$ cat config.mk
export PLATFORM = sky130hd
export DESIGN_NAME = thermostat_heater_fan_controller_top
export DESIGN_NICKNAME = d
export VERILOG_FILES = /design/src/thc_pkg.sv /design/src/thermostat_heater_fan_controller_top.sv
export SDC_FILE = /design/constraint.sdc
export NUM_CORES = 1
export LEC_CHECK = 0
export ABC_AREA = 1
export BUFFER_PORTS_ARGS = -buffer_cell sky130_fd_sc_hd__buf_4
export CORE_AREA = 2 2 196 198
export CTS_BUF_LIST = sky130_fd_sc_hd__clkbuf_8 sky130_fd_sc_hd__clkbuf_16
export CTS_CLUSTER_DIAMETER = 200
export DETAILED_ROUTE_END_ITERATION = 10
export DIE_AREA = 0 0 198 200
export PLACE_DENSITY = 0.44
export SYNTH_ARGS = -nofsm -noshare
export SYNTH_HDL_FRONTEND = slang
export SYNTH_SLANG_ARGS = --single-unit
$ cat constraint.sdc
create_clock -name clk -period 8.9 [get_ports clk]
set_input_delay 2.225 -clock clk [delete_from_list [all_inputs] [get_ports clk]]
set_output_delay 2.225 -clock clk [all_outputs]
set_load 0.05 [all_outputs]
$ cat src/thc_pkg.sv
// ----------------------------------------------------------------------------
// thc_pkg
// Shared widths, duty codes and register indexes of the thermostat heater
// and fan controller.
// ----------------------------------------------------------------------------
package thc_pkg;

	// Field widths.
	localparam int TEMP_W = 15;
	localparam int BAND_W = 12;
	localparam int CODE_W = 4;
	localparam int CFG_IDX_W = 3;
	localparam int CFG_DATA_W = 15;

	// Signed width that holds a temperature plus or minus a band.
	localparam int CMP_W = TEMP_W + 2;

	// Heater duty codes.
	localparam logic [CODE_W-1:0] HEAT_FULL = 4'd0;
	localparam logic [CODE_W-1:0] HEAT_HIGH = 4'd2;
	localparam logic [CODE_W-1:0] HEAT_MID  = 4'd5;

	// Fan duty codes.
	localparam logic [CODE_W-1:0] FAN_FULL = 4'd0;
	localparam logic [CODE_W-1:0] FAN_HIGH = 4'd3;
	localparam logic [CODE_W-1:0] FAN_MID  = 4'd6;

	// Shared off code.
	localparam logic [CODE_W-1:0] CODE_OFF = 4'd11;

	// Register reset values.
	localparam logic [TEMP_W-1:0] TARGET_RST = 15'd2400;
	localparam logic [TEMP_W-1:0] SPIKE_RST  = 15'd150;
	localparam logic [BAND_W-1:0] INNER_RST  = 12'd200;
	localparam logic [BAND_W-1:0] OUTER_RST  = 12'd400;
	localparam logic [BAND_W-1:0] REARM_RST  = 12'd150;

	// Configuration register indexes.
	typedef enum logic [CFG_IDX_W-1:0] {
		REG_TARGET = 3'd0,
		REG_SPIKE  = 3'd1,
		REG_INNER  = 3'd2,
		REG_OUTER  = 3'd3,
		REG_REARM  = 3'd4
	} cfg_reg_t;

endpackage

$ cat src/thermostat_heater_fan_controller_top.sv
// ----------------------------------------------------------------------------
// thermostat_heater_fan_controller_top
// Spike filter, heater and fan duty selection with hysteresis.
// ----------------------------------------------------------------------------
// Usage:
// The input channel (in_valid, in_ready, reading) carries one temperature
// reading per beat. The output channel (out_valid, out_ready, filtered_temp,
// heater_duty_code, fan_duty_code, heater_on) carries one result per beat.
// Configuration is to be written through cfg_we, cfg_index and cfg_data
// only while the block is idle; the block itself does not enforce this. A
// write takes effect at once. A reading accepted into the input register
// loads the result register and the filter and hysteresis state once the
// result register is free. Throughput: one reading per cycle while
// out_ready stays high, set by the single state update stage, which reads
// and rewrites the filter and hysteresis registers on every advance.
// Reset clears both stages, loads the register defaults and returns the
// filter and hysteresis state to its power-up values.
// When the receiver stalls, the result register holds its beat; the input
// register fills behind it and in_ready then drops until out_ready returns.
// ----------------------------------------------------------------------------
module thermostat_heater_fan_controller_top (
	input  logic                          clk,
	input  logic                          arst_n,
	// Configuration write port
	input  logic                          cfg_we,
	input  logic [thc_pkg::CFG_IDX_W-1:0]  cfg_index,
	input  logic [thc_pkg::CFG_DATA_W-1:0] cfg_data,
	// Input channel
	input  logic                          in_valid,
	output logic                          in_ready,
	input  logic [thc_pkg::TEMP_W-1:0]     reading,
	// Output channel
	output logic                          out_valid,
	input  logic                          out_ready,
	output logic [thc_pkg::TEMP_W-1:0]     filtered_temp,
	output logic [thc_pkg::CODE_W-1:0]     heater_duty_code,
	output logic [thc_pkg::CODE_W-1:0]     fan_duty_code,
	output logic                          heater_on
);
	import thc_pkg::*;

	// Configuration registers.
	logic [TEMP_W-1:0] target_q;
	logic [TEMP_W-1:0] spike_q;
	logic [BAND_W-1:0] inner_q;
	logic [BAND_W-1:0] outer_q;
	logic [BAND_W-1:0] rearm_q;

	// Input stage.
	logic              valid_s1;
	logic [TEMP_W-1:0] reading_s1;

	// Filter and hysteresis state.
	logic [TEMP_W-1:0] last_q;
	logic              hold_q;
	logic              latch_q;
	logic              armed_q;
	logic [CODE_W-1:0] heat_code_q;
	logic [CODE_W-1:0] fan_code_q;

	// Result stage.
	logic              valid_s2;
	logic [TEMP_W-1:0] filt_s2;

	// Next-state values.
	logic              advance;
	logic [TEMP_W-1:0] filt_d;
	logic [TEMP_W-1:0] last_d;
	logic              hold_d;
	logic              latch_d;
	logic              armed_d;
	logic [CODE_W-1:0] heat_code_d;
	logic [CODE_W-1:0] fan_code_d;
	logic [TEMP_W:0]   diff;
	logic [TEMP_W-1:0] abs_diff;

	// Signed comparison operands.
	logic signed [CMP_W-1:0] t;
	logic signed [CMP_W-1:0] tg;
	logic signed [CMP_W-1:0] lo_inner;
	logic signed [CMP_W-1:0] hi_inner;
	logic signed [CMP_W-1:0] lo_outer;
	logic signed [CMP_W-1:0] hi_outer;
	logic signed [CMP_W-1:0] lo_rearm;

	// Handshake: the input stage moves on when the result register is free.
	assign advance  = valid_s1 && (!valid_s2 || out_ready);
	assign in_ready = !valid_s1 || advance;

	// Configuration writes.
	always_ff @(posedge clk or negedge arst_n) begin
		if (!arst_n) begin
			target_q <= TARGET_RST;
			spike_q  <= SPIKE_RST;
			inner_q  <= INNER_RST;
			outer_q  <= OUTER_RST;
			rearm_q  <= REARM_RST;
		end else if (cfg_we) begin
			unique case (cfg_reg_t'(cfg_index))
				REG_TARGET: target_q <= cfg_data[TEMP_W-1:0];
				REG_SPIKE:  spike_q  <= cfg_data[TEMP_W-1:0];
				REG_INNER:  inner_q  <= cfg_data[BAND_W-1:0];
				REG_OUTER:  outer_q  <= cfg_data[BAND_W-1:0];
				REG_REARM:  rearm_q  <= cfg_data[BAND_W-1:0];
				default: ;
			endcase
		end
	end

	// Input register.
	always_ff @(posedge clk or negedge arst_n) begin
		if (!arst_n) begin
			valid_s1 <= 1'b0;
		end else if (in_ready) begin
			valid_s1 <= in_valid;
		end
	end

	always_ff @(posedge clk) begin
		if (in_ready && in_valid) begin
			reading_s1 <= reading;
		end
	end

	// Spike filter: a large jump is held once, then the next reading passes.
	always_comb begin
		diff     = {1'b0, reading_s1} - {1'b0, last_q};
		abs_diff = diff[TEMP_W] ? TEMP_W'(-diff) : diff[TEMP_W-1:0];
		filt_d   = reading_s1;
		last_d   = reading_s1;
		hold_d   = 1'b0;
		if (!hold_q && (abs_diff > spike_q)) begin
			hold_d = 1'b1;
			filt_d = last_q;
			last_d = last_q;
		end
	end

	// Band limits around the target.
	always_comb begin
		t        = CMP_W'(signed'({1'b0, filt_d}));
		tg       = CMP_W'(signed'({1'b0, target_q}));
		lo_inner = tg - CMP_W'(signed'({1'b0, inner_q}));
		hi_inner = tg + CMP_W'(signed'({1'b0, inner_q}));
		lo_outer = tg - CMP_W'(signed'({1'b0, outer_q}));
		hi_outer = tg + CMP_W'(signed'({1'b0, outer_q}));
		lo_rearm = tg - CMP_W'(signed'({1'b0, rearm_q}));
	end

	// Heater code; inside the inner band only an active latch writes it.
	always_comb begin
		heat_code_d = heat_code_q;
		priority if (t > lo_inner && t < hi_inner) begin
			if (latch_q) begin
				heat_code_d = HEAT_MID;
			end
		end else if (t > lo_outer && t < lo_inner) begin
			heat_code_d = HEAT_HIGH;
		end else if (t < lo_outer) begin
			heat_code_d = HEAT_FULL;
		end else begin
			heat_code_d = CODE_OFF;
		end
	end

	// Fan code and arming; the mid code fires once per arming.
	always_comb begin
		fan_code_d = fan_code_q;
		armed_d    = armed_q;
		priority if (t > tg && t < hi_inner) begin
			if (!latch_q && armed_q) begin
				fan_code_d = FAN_MID;
				armed_d    = 1'b0;
			end
		end else if (t > hi_inner && t < hi_outer) begin
			fan_code_d = FAN_HIGH;
		end else if (t >= hi_outer) begin
			fan_code_d = FAN_FULL;
		end else begin
			fan_code_d = CODE_OFF;
		end
		if (t < lo_rearm) begin
			armed_d = 1'b1;
		end
	end

	// Heater latch: set below the inner band, cleared above it.
	always_comb begin
		latch_d = latch_q;
		if (!latch_q && t < tg && t < lo_inner) begin
			latch_d = 1'b1;
		end else if (latch_q && t > tg && t > hi_inner) begin
			latch_d = 1'b0;
		end
	end

	// State update, one reading per advance.
	always_ff @(posedge clk or negedge arst_n) begin
		if (!arst_n) begin
			last_q      <= '0;
			hold_q      <= 1'b0;
			latch_q     <= 1'b0;
			armed_q     <= 1'b1;
			heat_code_q <= CODE_OFF;
			fan_code_q  <= CODE_OFF;
		end else if (advance) begin
			last_q      <= last_d;
			hold_q      <= hold_d;
			latch_q     <= latch_d;
			armed_q     <= armed_d;
			heat_code_q <= heat_code_d;
			fan_code_q  <= fan_code_d;
		end
	end

	// Result register.
	always_ff @(posedge clk or negedge arst_n) begin
		if (!arst_n) begin
			valid_s2 <= 1'b0;
		end else if (advance) begin
			valid_s2 <= 1'b1;
		end else if (out_ready) begin
			valid_s2 <= 1'b0;
		end
	end

	always_ff @(posedge clk) begin
		if (advance) begin
			filt_s2 <= filt_d;
		end
	end

	assign out_valid        = valid_s2;
	assign filtered_temp    = filt_s2;
	assign heater_duty_code = heat_code_q;
	assign fan_duty_code    = fan_code_q;
	assign heater_on        = latch_q;

endmodule

==> flow_summary.toml <==
[clock_network]
clk_latency_ns = 0.43
cts_tree = "yes"
h-tree-depth = 4
root_buffer = "clkbuf_16"
cts_setup_buffers = 0
cts_resized = 0
clock_path_buffers = 2
hold_buffers = 0
numCtsBuffers = 17
clk_pin_slew_ns = 0.06
clock-sinks = 124

[routing]
drc = 0
vias = 9305
vias_per_cell = 4.552
wl_per_cell_um = 16.01
drt_first_iter_violations = 578
drt-pass1-iter-count = 5
ant_nets = 0
wl_um = 32720

[floorplanning]
die_height_um = 200
initial_core_util_pct = 29.72
rows = 71
die_w_um = 198
io_pins = 64
die_area_um2 = 39600
coreArea_um2 = 37400

[worst_setup_path]
crit_family = "compound AO/OA/AOI/OAI gates"
r2r_cells = 32
path_class = "register to register"
worstPathRequired_ns = 9.27
cp-start-kind = "register"
r2r_start = "reading_s1[2]$_DFFE_PP_"
cp-end-kind = "register"
slowest_stage = "a21oi_1"
crit_end = "fan_duty_code[1]$_DFFE_PN1P_"
critPathLaunch = "reading_s1[2]$_DFFE_PP_"
worst-path-stages = 32
max_stage_delay_ns = 1.00
cpMostUsedCell = "a21oi_1"
cp.arrival_ns = 7.50
reg2reg_slack_ns = 1.77
timing.rr.end = "fan_duty_code[1]$_DFFE_PN1P_"
critPathBufInv = 3
crit_fanout = 21

[synthesis]
synthFlopType = "dfrtp_1"
seq_area_frac_synth_pct = 29.55
synthesis.area_um2 = 11120
async_flop_share_pct = 75.81
synth_top_area_share_pct = 18.80
yosysTopAreaCell = "ha_1"
synth_edf_count = 30
ys.warnings.count = 0
avgSynthCellArea_um2 = 7.640
synth-seq-cells = 124
synthDistinctLibCells = 52
syn-num-nets = 1666
synthTopCellsByArea = "ha_1, dfrtp_1, nand2_1"
postSynthCellCount = 1455

[cells_and_area]
multi_input_area_um2 = 6775
final_nets = 1731
final.fill_count = 4031
seq_area_um2 = 3284
area_growth_pct = 14.73
layout-drive-gt1-share_pct = 11.42
n_antenna_cell = 0

[timing]
min_period_ns = 7.131
worst_slew_pin_slew_ns = 1.320
clock_skew_ns = 0.01063
setup_tns_ns = 0
hold_viol_final = 0
relSlewSlack_pct = 11.98
finalCritPeriodShare_pct = 80.12
max_freq_ghz = 0.1402
setup_viol = 0
final_max_slew_viol_count = 0
grt_setup_unrepaired = "false"

[placed_design]
io_buffers = 63
dp_hpwl_um = 27040
place_congestion = 0.8782

[grt]
top_usage_layer = "met2"
grt_max_degree = 56
use_met3_pct = 2.218
met1_usage_pct = 26.27
use_met2_pct = 26.75
grt_overflow_total = 0
antenna_found_initial = 0
grt_pass1_wl_um = 52430
first_global_vias = 9153
grt.total_usage_pct = 17.40

[worst_hold_path]
hp-class = "register to register"
hold_depth = 2

[run_status]
outcome = "finished clean"

[job]
max-cap-violations = 0
[cells in the mapped netlist (9+ instances only)]
library cell,count
o21bai_1,9
edfxtp_1,30
xnor2_1,13
o21ai_1,9
inv_1,238
a21oi_1,83
o21ai_0,118
nand4_1,16
clkbuf_1,20
xor2_1,75
a211oi_1,14
nor3_1,12
dfstp_2,25
nand2_2,13
ha_1,167
nand2_1,305
dfrtp_1,69
nand3_1,59
nor2_1,81
[tightest hold or removal path, delay by kind of cell (launching register included)]
family	cells	cell delay, ns
DFF	1	0.37
and+or+nand+nor	2	0.09
[area by class of cell]
type / count / share of cell area (%)
Inverter: 248 / 7.299
Clock inverter: 13 / 0.8143
Timing Repair Buffer: 74 / 4.356
Sequential cell: 124 / 25.75
Multi-Input combinational cell: 1055 / 53.12
Clock buffer: 19 / 3.640
Tap cell: 511 / 5.013
[state kept, by name, indices dropped and copies added, names as in the netlist, 4 cells and up]
signal and count:
rearm_q 12, target_q 15, reading_s1 15, last_q 15, filtered_temp 15, inner_q 12, outer_q 12, spike_q 15
heater_duty_code 4, fan_duty_code 4
[layer usage]
metal,vias up,share of wire (%)
met5,-,0
met4,0,0.63
met3,13,3.3
met2,131,43
met1,4270,53
li1,4891,-
[metrics by stage]
stage / hold slack, ns / util (%) / cell area (µm²) / instances / setup slack, ns
after floorplan: 0.4530 / - / 11120 / 1455 / 3.376
after global placement: 0.4599 / 32.58 / 12190 / 2012 / 1.806
after detailed placement: 0.4622 / 32.58 / 12190 / 2012 / 1.776
after CTS: 0.4716 / 34.10 / 12750 / 2044 / 1.732
after global routing: 0.4874 / 34.10 / 12750 / 2044 / 0.9335
final: 0.4663 / 34.10 / 12750 / 2044 / 1.769
[worst min path at each step]
stage / start / end / slack, ns
floorplan: rearm_q[10]$_DFFE_PN0P_ / rearm_q[10]$_DFFE_PN0P_ / 0.45
global route: heater_duty_code[0]$_DFFE_PN1P_ / heater_duty_code[0]$_DFFE_PN1P_ / 0.49
global placement: heater_duty_code[1]$_DFFE_PN1P_ / heater_duty_code[1]$_DFFE_PN1P_ / 0.46
finish: heater_duty_code[0]$_DFFE_PN1P_ / heater_duty_code[0]$_DFFE_PN1P_ / 0.47
detailed placement: heater_duty_code[1]$_DFFE_PN1P_ / heater_duty_code[1]$_DFFE_PN1P_ / 0.46
CTS: heater_duty_code[1]$_DFFE_PN1P_ / heater_duty_code[1]$_DFFE_PN1P_ / 0.47
[placed cells by master, fill, tap and decap left out, drive strengths merged, types with 3 or more instances in the layout]
cell	netlist	routed
and3	3	3
a211oi	14	14
edfxtp	30	30
nand2	324	324
nand3b	6	6
buf	8	74
clkbuf	20	19
o31ai	4	4
dfstp	25	25
or2	3	3
nand4	16	16
xor2	75	75
nand3	61	61
a21o	7	7
fa	6	6
nor4	6	6
o21a	4	4
nor2	86	86
o22ai	3	3
o21ai	128	128
nor3	13	13
ha	167	167
inv	245	252
clkinv	3	7
dfrtp	69	69
o21bai	9	9
xnor2	13	13
a31oi	7	7
a21oi	86	86
[cell families after synthesis]
family                     after synthesis  synth area share [%]
adders and majority gates              173                 19.88
AOI/OAI and AO/OA                      273                 13.81
and+or+nand+nor                        521                 20.33
buffers and inverters                  276                 9.500
xor gates and xnor gates                88                 6.934
DFF                                    124                 29.55
Power is not shown: default switching activity piles up to over one toggle a cycle in this logic, so the estimate is an artifact.
